<file path="src/hw/rtl/cdr_pkg.sv">
package cdr_pkg;

	// field widths
	localparam int REQ_W   = 2;
	localparam int MONTH_W = 4;
	localparam int DAY_W   = 5;
	localparam int YEAR_W  = 14;
	localparam int ADD_W   = 10;
	localparam int DOY_W   = 9;
	localparam int STAT_W  = 2;
	localparam int TGT_W   = 10;
	localparam int PROD_W  = 30;
	localparam int QUO_W   = 10;
	localparam int DIV_SH  = 20;

	// request codes
	localparam logic [REQ_W-1:0] REQ_SET = 2'd0;
	localparam logic [REQ_W-1:0] REQ_ADV = 2'd1;
	localparam logic [REQ_W-1:0] REQ_QRY = 2'd2;

	// status codes
	localparam logic [STAT_W-1:0] STAT_OK      = 2'd0;
	localparam logic [STAT_W-1:0] STAT_SET_BAD = 2'd1;
	localparam logic [STAT_W-1:0] STAT_ADV_BAD = 2'd2;

	// date constants
	localparam logic [YEAR_W-1:0]  BASE_YEAR  = 14'd1900;
	localparam logic [MONTH_W-1:0] FIRST_MON  = 4'd1;
	localparam logic [MONTH_W-1:0] LAST_MON   = 4'd12;
	localparam logic [DAY_W-1:0]   FIRST_DAY  = 5'd1;
	localparam logic [DOY_W-1:0]   SHORT_YEAR = 9'd365;

	// reciprocal of 25 scaled by 2^20, exact for all 14-bit years
	localparam logic [15:0] DIV25_MUL = 16'd41944;
	localparam logic [YEAR_W-1:0] DIV25 = 14'd25;

	// datapath commands
	typedef struct packed {
		logic load;
		logic mul;
		logic chk;
		logic upd;
		logic out;
	} cdr_cmd_t;

	// days before the first of a month
	function automatic logic [DOY_W-1:0] month_start(input logic [MONTH_W-1:0] m,
			input logic leap);
		logic [DOY_W-1:0] base;
		unique case (m)
			4'd2:    base = 9'd31;
			4'd3:    base = 9'd59;
			4'd4:    base = 9'd90;
			4'd5:    base = 9'd120;
			4'd6:    base = 9'd151;
			4'd7:    base = 9'd181;
			4'd8:    base = 9'd212;
			4'd9:    base = 9'd243;
			4'd10:   base = 9'd273;
			4'd11:   base = 9'd304;
			4'd12:   base = 9'd334;
			default: base = 9'd0;
		endcase
		return base + DOY_W'(leap && (m > 4'd2));
	endfunction

	// length of a month
	function automatic logic [DAY_W-1:0] month_len(input logic [MONTH_W-1:0] m,
			input logic leap);
		logic [DAY_W-1:0] len;
		unique case (m)
			4'd2:                       len = leap ? 5'd29 : 5'd28;
			4'd4, 4'd6, 4'd9, 4'd11:    len = 5'd30;
			default:                    len = 5'd31;
		endcase
		return len;
	endfunction

endpackage

</file>
<file path="src/hw/rtl/cdr_req_if.sv">
interface cdr_req_if;
	import cdr_pkg::*;

	logic               valid;
	logic               ready;
	logic [REQ_W-1:0]   req_type;
	logic [MONTH_W-1:0] in_month;
	logic [DAY_W-1:0]   in_day;
	logic [YEAR_W-1:0]  in_year;
	logic signed [ADD_W-1:0] add_days;

	modport source (output valid, req_type, in_month, in_day, in_year, add_days,
		input ready);
	modport sink (input valid, req_type, in_month, in_day, in_year, add_days,
		output ready);
endinterface

</file>
<file path="src/hw/rtl/cdr_rsp_if.sv">
interface cdr_rsp_if;
	import cdr_pkg::*;

	logic               valid;
	logic               ready;
	logic [MONTH_W-1:0] cur_month;
	logic [DAY_W-1:0]   cur_day;
	logic [YEAR_W-1:0]  cur_year;
	logic [DOY_W-1:0]   day_of_year;
	logic [DOY_W-1:0]   days_left;
	logic               leap_year;
	logic [STAT_W-1:0]  status;

	modport source (output valid, cur_month, cur_day, cur_year, day_of_year, days_left,
		leap_year, status, input ready);
	modport sink (input valid, cur_month, cur_day, cur_year, day_of_year, days_left,
		leap_year, status, output ready);
endinterface

</file>
<file path="src/hw/rtl/cdr_ctrl.sv">
module cdr_ctrl (
	input  logic             clk,
	input  logic             arst_n,
	input  logic             in_valid,
	output logic             in_ready,
	output logic             out_valid,
	input  logic             out_ready,
	output cdr_pkg::cdr_cmd_t cmd
);
	import cdr_pkg::*;

	localparam logic [2:0] ST_IDLE = 3'd0;
	localparam logic [2:0] ST_MUL  = 3'd1;
	localparam logic [2:0] ST_CHK  = 3'd2;
	localparam logic [2:0] ST_UPD  = 3'd3;
	localparam logic [2:0] ST_OUT  = 3'd4;

	logic [2:0] state_q;
	logic       out_v_q;
	logic       in_xfer;
	logic       slot_free;

	assign in_ready  = (state_q == ST_IDLE);
	assign in_xfer   = in_valid && in_ready;
	assign out_valid = out_v_q;
	assign slot_free = !out_v_q || out_ready;

	// command decode
	always_comb begin
		cmd      = '0;
		cmd.load = in_xfer;
		cmd.mul  = (state_q == ST_MUL);
		cmd.chk  = (state_q == ST_CHK);
		cmd.upd  = (state_q == ST_UPD);
		cmd.out  = (state_q == ST_OUT) && slot_free;
	end

	// sequencer
	always_ff @(posedge clk or negedge arst_n) begin
		if (!arst_n) begin
			state_q <= ST_IDLE;
		end else begin
			unique case (state_q)
				ST_IDLE: if (in_xfer) state_q <= ST_MUL;
				ST_MUL:  state_q <= ST_CHK;
				ST_CHK:  state_q <= ST_UPD;
				ST_UPD:  state_q <= ST_OUT;
				ST_OUT:  if (slot_free) state_q <= ST_IDLE;
				default: state_q <= ST_IDLE;
			endcase
		end
	end

	// result valid flag
	always_ff @(posedge clk or negedge arst_n) begin
		if (!arst_n) begin
			out_v_q <= 1'b0;
		end else if (cmd.out) begin
			out_v_q <= 1'b1;
		end else if (out_ready) begin
			out_v_q <= 1'b0;
		end
	end

`ifndef ASSERT_OFF
	a_accept_starts: assert property (@(posedge clk) disable iff (!arst_n)
		in_xfer |=> state_q == ST_MUL)
		else $error("accepted request did not start processing");
	a_rise_from_out: assert property (@(posedge clk) disable iff (!arst_n)
		$rose(out_v_q) |-> $past(state_q) == ST_OUT)
		else $error("result valid raised outside output step");
	a_out_done: assert property (@(posedge clk) disable iff (!arst_n)
		(state_q == ST_OUT) && slot_free |=> (state_q == ST_IDLE) && out_v_q)
		else $error("output step did not deliver result");
	a_out_wait: assert property (@(posedge clk) disable iff (!arst_n)
		(state_q == ST_OUT) && !slot_free |=> state_q == ST_OUT)
		else $error("output step left while result pending");
`endif
endmodule

</file>
<file path="src/hw/rtl/cdr_dp.sv">
module cdr_dp (
	input  logic                     clk,
	input  logic                     arst_n,
	input  cdr_pkg::cdr_cmd_t        cmd,
	input  logic [1:0]               req_type,
	input  logic [3:0]               in_month,
	input  logic [4:0]               in_day,
	input  logic [13:0]              in_year,
	input  logic signed [9:0]        add_days,
	output logic [3:0]               cur_month,
	output logic [4:0]               cur_day,
	output logic [13:0]              cur_year,
	output logic [8:0]               day_of_year,
	output logic [8:0]               days_left,
	output logic                     leap_year,
	output logic [1:0]               status
);
	import cdr_pkg::*;

	// captured request
	logic [REQ_W-1:0]   req_q;
	logic [MONTH_W-1:0] mon_in_q;
	logic [DAY_W-1:0]   day_in_q;
	logic [YEAR_W-1:0]  yr_in_q;
	logic [ADD_W-1:0]   add_q;

	// working registers
	logic [PROD_W-1:0]  prod_q;
	logic [TGT_W-1:0]   tgt_q;
	logic               in_leap_q;
	logic               adv_bad_q;
	logic [MONTH_W-1:0] adv_mon_q;
	logic [STAT_W-1:0]  stat_q;

	// stored date
	logic [MONTH_W-1:0] mon_q;
	logic [DAY_W-1:0]   day_q;
	logic [YEAR_W-1:0]  yr_q;
	logic               leap_q;

	logic [DOY_W-1:0]   doy_cur;
	logic [DOY_W-1:0]   ylen_cur;
	logic [QUO_W-1:0]   quo;
	logic [YEAR_W-1:0]  quo25;
	logic               in_leap;
	logic [MONTH_W-1:0] mcnt;
	logic               set_ok;

	assign doy_cur  = month_start(mon_q, leap_q) + DOY_W'(day_q);
	assign ylen_cur = SHORT_YEAR + DOY_W'(leap_q);

	// leap test of the requested year: divisible by 4, and by 16 if by 25
	assign quo     = prod_q[DIV_SH +: QUO_W];
	assign quo25   = YEAR_W'(quo) * DIV25;
	assign in_leap = (yr_in_q[1:0] == 2'd0) && ((yr_in_q != quo25) || (yr_in_q[3:0] == 4'd0));

	// month of the advance target: count month starts lying below it
	always_comb begin
		mcnt = FIRST_MON;
		for (int m = 2; m <= 12; m++) begin
			if (TGT_W'(month_start(MONTH_W'(m), leap_q)) < tgt_q) begin
				mcnt = mcnt + MONTH_W'(1);
			end
		end
	end

	// set validation
	assign set_ok = (yr_in_q >= BASE_YEAR) && (mon_in_q >= FIRST_MON) &&
		(mon_in_q <= LAST_MON) && (day_in_q >= FIRST_DAY) &&
		(day_in_q <= month_len(mon_in_q, in_leap_q));

	// request capture and working registers
	always_ff @(posedge clk) begin
		if (cmd.load) begin
			req_q    <= req_type;
			mon_in_q <= in_month;
			day_in_q <= in_day;
			yr_in_q  <= in_year;
			add_q    <= add_days;
		end
		if (cmd.mul) begin
			prod_q <= PROD_W'(yr_in_q) * PROD_W'(DIV25_MUL);
			tgt_q  <= TGT_W'(doy_cur) + TGT_W'(add_q[ADD_W-2:0]);
		end
		if (cmd.chk) begin
			in_leap_q <= in_leap;
			adv_bad_q <= add_q[ADD_W-1] || (tgt_q > TGT_W'(ylen_cur));
			adv_mon_q <= mcnt;
		end
	end

	// stored date update
	always_ff @(posedge clk or negedge arst_n) begin
		if (!arst_n) begin
			mon_q  <= FIRST_MON;
			day_q  <= FIRST_DAY;
			yr_q   <= BASE_YEAR;
			leap_q <= 1'b0;
		end else if (cmd.upd) begin
			if (req_q == REQ_SET) begin
				if (set_ok) begin
					mon_q  <= mon_in_q;
					day_q  <= day_in_q;
					yr_q   <= yr_in_q;
					leap_q <= in_leap_q;
				end else begin
					mon_q  <= FIRST_MON;
					day_q  <= FIRST_DAY;
					yr_q   <= BASE_YEAR;
					leap_q <= 1'b0;
				end
			end else if ((req_q == REQ_ADV) && !adv_bad_q) begin
				mon_q <= adv_mon_q;
				day_q <= DAY_W'(tgt_q - TGT_W'(month_start(adv_mon_q, leap_q)));
			end
		end
	end

	// request status
	always_ff @(posedge clk) begin
		if (cmd.upd) begin
			priority if (req_q == REQ_SET) begin
				stat_q <= set_ok ? STAT_OK : STAT_SET_BAD;
			end else if (req_q == REQ_ADV) begin
				stat_q <= adv_bad_q ? STAT_ADV_BAD : STAT_OK;
			end else begin
				stat_q <= STAT_OK;
			end
		end
	end

	// result register
	always_ff @(posedge clk) begin
		if (cmd.out) begin
			cur_month   <= mon_q;
			cur_day     <= day_q;
			cur_year    <= yr_q;
			day_of_year <= doy_cur;
			days_left   <= ylen_cur - doy_cur;
			leap_year   <= leap_q;
			status      <= stat_q;
		end
	end
endmodule

</file>
<file path="src/hw/rtl/calendar_date_register_unit.sv">
// channel  dir  handshake      payload
// req      in   valid / ready  req_type, in_month, in_day, in_year, add_days
// rsp      out  valid / ready  cur_month, cur_day, cur_year, day_of_year,
//                              days_left, leap_year, status
//
// one request at a time: the result turns valid after the multiply, check, update
// and output steps, and the next request can transfer in that same cycle
// the steps are set by the controller sequence and the reciprocal multiply
// the result register holds a pending result; a new request is taken meanwhile,
// and the output step waits until rsp is free
// reset sets the stored date to 1-1-1900, no result pending
module calendar_date_register_unit (
	input  logic clk,
	input  logic arst_n,
	cdr_req_if.sink   req,
	cdr_rsp_if.source rsp
);
	import cdr_pkg::*;

	cdr_cmd_t cmd;

	// sequencer
	cdr_ctrl u_ctrl (
		.clk       (clk),
		.arst_n    (arst_n),
		.in_valid  (req.valid),
		.in_ready  (req.ready),
		.out_valid (rsp.valid),
		.out_ready (rsp.ready),
		.cmd       (cmd)
	);

	// date datapath
	cdr_dp u_dp (
		.clk         (clk),
		.arst_n      (arst_n),
		.cmd         (cmd),
		.req_type    (req.req_type),
		.in_month    (req.in_month),
		.in_day      (req.in_day),
		.in_year     (req.in_year),
		.add_days    (req.add_days),
		.cur_month   (rsp.cur_month),
		.cur_day     (rsp.cur_day),
		.cur_year    (rsp.cur_year),
		.day_of_year (rsp.day_of_year),
		.days_left   (rsp.days_left),
		.leap_year   (rsp.leap_year),
		.status      (rsp.status)
	);
endmodule

</file>
<file path="src/flat_wrapper.sv">
// flat-port wrapper written by rule: the top's interface ports become plain ports
module calendar_date_register_unit_flat import cdr_pkg::*;
  (clk, arst_n, req_valid, req_req_type, req_in_month, req_in_day, req_in_year, req_add_days, req_ready, rsp_valid, rsp_cur_month, rsp_cur_day, rsp_cur_year, rsp_day_of_year, rsp_days_left, rsp_leap_year, rsp_status, rsp_ready);
  cdr_req_if req_i ();
  cdr_rsp_if rsp_i ();
  input  logic clk;
  input  logic arst_n;
  input wire logic [$bits(req_i.valid)-1:0] req_valid;
  input wire logic [$bits(req_i.req_type)-1:0] req_req_type;
  input wire logic [$bits(req_i.in_month)-1:0] req_in_month;
  input wire logic [$bits(req_i.in_day)-1:0] req_in_day;
  input wire logic [$bits(req_i.in_year)-1:0] req_in_year;
  input wire logic [$bits(req_i.add_days)-1:0] req_add_days;
  output wire logic [$bits(req_i.ready)-1:0] req_ready;
  output wire logic [$bits(rsp_i.valid)-1:0] rsp_valid;
  output wire logic [$bits(rsp_i.cur_month)-1:0] rsp_cur_month;
  output wire logic [$bits(rsp_i.cur_day)-1:0] rsp_cur_day;
  output wire logic [$bits(rsp_i.cur_year)-1:0] rsp_cur_year;
  output wire logic [$bits(rsp_i.day_of_year)-1:0] rsp_day_of_year;
  output wire logic [$bits(rsp_i.days_left)-1:0] rsp_days_left;
  output wire logic [$bits(rsp_i.leap_year)-1:0] rsp_leap_year;
  output wire logic [$bits(rsp_i.status)-1:0] rsp_status;
  input wire logic [$bits(rsp_i.ready)-1:0] rsp_ready;
  assign req_i.valid = req_valid;
  assign req_i.req_type = req_req_type;
  assign req_i.in_month = req_in_month;
  assign req_i.in_day = req_in_day;
  assign req_i.in_year = req_in_year;
  assign req_i.add_days = req_add_days;
  assign req_ready = req_i.ready;
  assign rsp_valid = rsp_i.valid;
  assign rsp_cur_month = rsp_i.cur_month;
  assign rsp_cur_day = rsp_i.cur_day;
  assign rsp_cur_year = rsp_i.cur_year;
  assign rsp_day_of_year = rsp_i.day_of_year;
  assign rsp_days_left = rsp_i.days_left;
  assign rsp_leap_year = rsp_i.leap_year;
  assign rsp_status = rsp_i.status;
  assign rsp_i.ready = rsp_ready;
  calendar_date_register_unit u_core (.clk(clk), .arst_n(arst_n), .req(req_i), .rsp(rsp_i));
endmodule
</file>
<file path="config.mk">
export PLATFORM = sky130hd
export DESIGN_NAME = calendar_date_register_unit_flat
export DESIGN_NICKNAME = d
export VERILOG_FILES = /design/src/hw/rtl/cdr_pkg.sv /design/src/hw/rtl/cdr_req_if.sv /design/src/hw/rtl/cdr_rsp_if.sv /design/src/hw/rtl/cdr_ctrl.sv /design/src/hw/rtl/cdr_dp.sv /design/src/hw/rtl/calendar_date_register_unit.sv /design/src/flat_wrapper.sv
export SDC_FILE = /design/constraint.sdc
export NUM_CORES = 1
export LEC_CHECK = 0
export BUFFER_PORTS_ARGS = -buffer_cell sky130_fd_sc_hd__buf_2
export CAP_MARGIN = 20
export CORE_MARGIN = 3
export CORE_UTILIZATION = 36
export DETAILED_ROUTE_END_ITERATION = 8
export PLACE_DENSITY_LB_ADDON = 0.15
export SLEW_MARGIN = 20
export SYNTH_ARGS = -nofsm -noshare
export SYNTH_HDL_FRONTEND = slang
export SYNTH_SLANG_ARGS = --single-unit
</file>
<file path="constraint.sdc">
create_clock -name clk -period 15.1 [get_ports clk]
set_input_delay 3.02 -clock clk [delete_from_list [all_inputs] [get_ports clk]]
set_output_delay 3.02 -clock clk [all_outputs]
set_load 0.02 [all_outputs]
</file>
==> impl_metrics.yaml <==
timing:
  tightest_slew_ns: 0.9716
  finalClockSkew_ns: 0.02152
  final.period_utilization: 0.5017
  slew_violations: 0
  rsz0062_at_grt: "false"
  period_minus_slack_ns: 7.575
  setup_viol: 0
  clock.fmax_mhz: 132.0
  slew_headroom: 0.3523
  finalHoldViolations: 0
  fin_tns_setup_ns: 0
place:
  hpwl_um: 21510
  numPortBuffers: 84
  dp.cells: 1615
  place_congestion: 0.7728
layout:
  multi_input_comb_area_um2: 7251
  nets: 1495
  n_fill_cell: 3190
  drive_above_1_share: 0.1461
  syn_to_final_growth_pct: 12.26
  regArea_um2: 4025
  final_cells: 1648
synthesis:
  synth_edf_count: 107
  synthMuxAreaShare: 0.01554
  synth.top_cells.by_count: "194 x inv_1, 189 x ha_1, 107 x edfxtp_1"
  yosysTopAreaCell: "edfxtp_1"
  syn_avg_cell_area_um2: 10.95
  ys_seq_elements: 140
  syn_nets: 1406
  synthTopCellsByArea: "edfxtp_1 27%, ha_1 20%, fa_1 12%"
  synth_top_family_by_area: "adder cells"
  synthAdderAreaFrac: 0.3201
  yosys_most_used_dff: "edfxtp_1"
  async_flop_share: 0.2000
  synthCells: 1103
  synth-seq-area-share: 0.3333
  synth.most_common_cell: "inv_1"
  synth-simple-area-share: 0.09211
  synthesis.area_um2: 12080
  synth.distinct_cells: 97
  synth_compound_area_frac: 0.1111
  synth_top_cell_area_share: 0.2661
  yosysWarnings: 0
  synth_xor_area_frac: 0.06019
floorplan:
  boundaryPins: 85
  die_h_um: 189.2
  initial_core_util: 0.3684
  die_x_um: 189.2
  rows: 66
  core_region_area_um2: 32780
  die_area_um2: 35780
clock_tree:
  clkTransAtPathRegs_ns: 0.07
  clk_latency_ns: 0.44
  ctsResizeCount: 0
  numCtsBuffers: 17
  postCtsSetupBuffers: 0
  clockBufferDepth: 2
  cts_sinks: 140
  htree_levels: 4
  postCtsHoldBufs: 0
  cts_tree: "yes"
  clockRootBuffer: "clkbuf_16"
critical_path:
  r2r_slack_ns: 7.52
  cp-start-kind: "flop"
  crit_required_ns: 15.42
  reg2reg_depth: 31
  critPathCaptureType: "flop"
  cp.arrival_ns: 7.89
  slowest_delay_ns: 0.64
  worst-setup-path-type: "flop to flop"
  slowest_stage: "fa_1"
  cp_max_fo: 13
  cpMostUsedCell: "ha_1"
flow_run:
  maxCapViolCount: 0
detailed_routing:
  avgRoutedWirePerCell_um: 16.65
  drt_iter0_markers: 430
  ant_nets: 0
  num_vias: 7940
  vias_per_cell: 4.818
  drt-pass1-iter-count: 4
  drc: 0
  routed_wl_um: 27450
global_route:
  grt_overflow: 0
  grt_pass1_wl_um: 44480
  antenna_found_initial: 2
  grt_pass1_vias: 8249
  track_usage: 0.1600
  grt_max_degree: 45
outcome:
  outcome: "complete, no violations"
min_path:
  hold_class: "flop to flop"
  min_path_cells: 0
[critical path, delay by kind of cell (launching register included)]
kind	cells	cell delay, ns
simple gates	13	2.36
fa+ha+maj	5	2.03
compound gates	6	1.13
mux	4	0.91
flops	1	0.62
buf+inv	3	0.43
[final cells by class]
cell class | count | share of cell area
Clock inverter | 14 | 0.009229
Inverter | 196 | 0.05427
Sequential cell | 140 | 0.2969
Antenna cell | 1 | 0.0001846
Timing Repair Buffer | 86 | 0.03212
Clock buffer | 18 | 0.03166
Tap cell | 442 | 0.04079
Multi-Input combinational cell | 751 | 0.5348
[cells in the final DEF (no fill, tap or decap), types with 11 or more instances in the layout]
master | netlist | layout
inv_1 | 194 | 194
nand2_1 | 53 | 53
xnor2_1 | 50 | 50
fa_1 | 75 | 75
dfrtp_1 | 19 | 19
buf_2 | 5 | 84
a21o_1 | 23 | 23
a21oi_1 | 43 | 43
o21ai_0 | 28 | 28
nor2_1 | 41 | 41
a31oi_1 | 16 | 16
clkbuf_16 | 0 | 17
nand2b_1 | 12 | 12
nor2b_1 | 12 | 12
ha_1 | 189 | 189
xor2_1 | 23 | 23
nand3_1 | 11 | 11
edfxtp_1 | 107 | 107
[stage by stage]
step                hold slack (ns)    util  worst slack (ns)  instance area [um^2]
floorplan                    0.4003       -             8.428                 12080
global placement             0.4313  0.3962             7.782                 12990
detailed placement           0.4298  0.3964             7.546                 13000
CTS                          0.4468  0.4133             7.507                 13550
global route                 0.4572  0.4134             6.894                 13550
finish                       0.4469  0.4135             7.525                 13560
[kinds of logic (layout without fill, tap and decap cells)]
family | Yosys count | after routing
compound gates | 189 | 189
xor+xnor | 77 | 77
fa+ha+maj | 264 | 264
buf+inv | 212 | 314
flops | 140 | 140
mux | 16 | 16
other cells | 0 | 1
simple gates | 205 | 205
[final timing paths]
check,startpoint,to
min in group asynchronous,arst_n,u_core.u_dp.leap_q
max in group asynchronous,arst_n,u_core.u_ctrl.out_valid
min reg2reg,u_core.u_dp.stat_q[0],u_core.u_dp.status[0]
max,u_core.u_dp.leap_q,flop
min,u_core.u_dp.stat_q[0],u_core.u_dp.status[0]
max reg2reg,u_core.u_dp.leap_q,flop
[sequential cells by signal, indices dropped and copies added (netlist names), 9 cells and up, named ones only]
| name | flops |
|---|---|
| u_core.u_dp.add_q | 10 |
| u_core.u_dp.cur_year | 14 |
| u_core.u_dp.day_of_year | 9 |
| u_core.u_dp.days_left | 9 |
| u_core.u_dp.prod_q | 10 |
| u_core.u_dp.tgt_q | 10 |
| u_core.u_dp.yr_in_q | 14 |
| u_core.u_dp.yr_q | 14 |
[routing by layer]
layer	vias to the layer above	global-route usage	part of all wire
met5	-	0	0.00047
met4	2	0.04068	0.014
met3	26	0.02685	0.035
met2	131	0.2714	0.48
met1	3802	0.2134	0.47
li1	3979	-	-
Power is left out: the tool's default activity adds up to more than one toggle a clock period on the data nets, which glitch-free logic cannot reach.
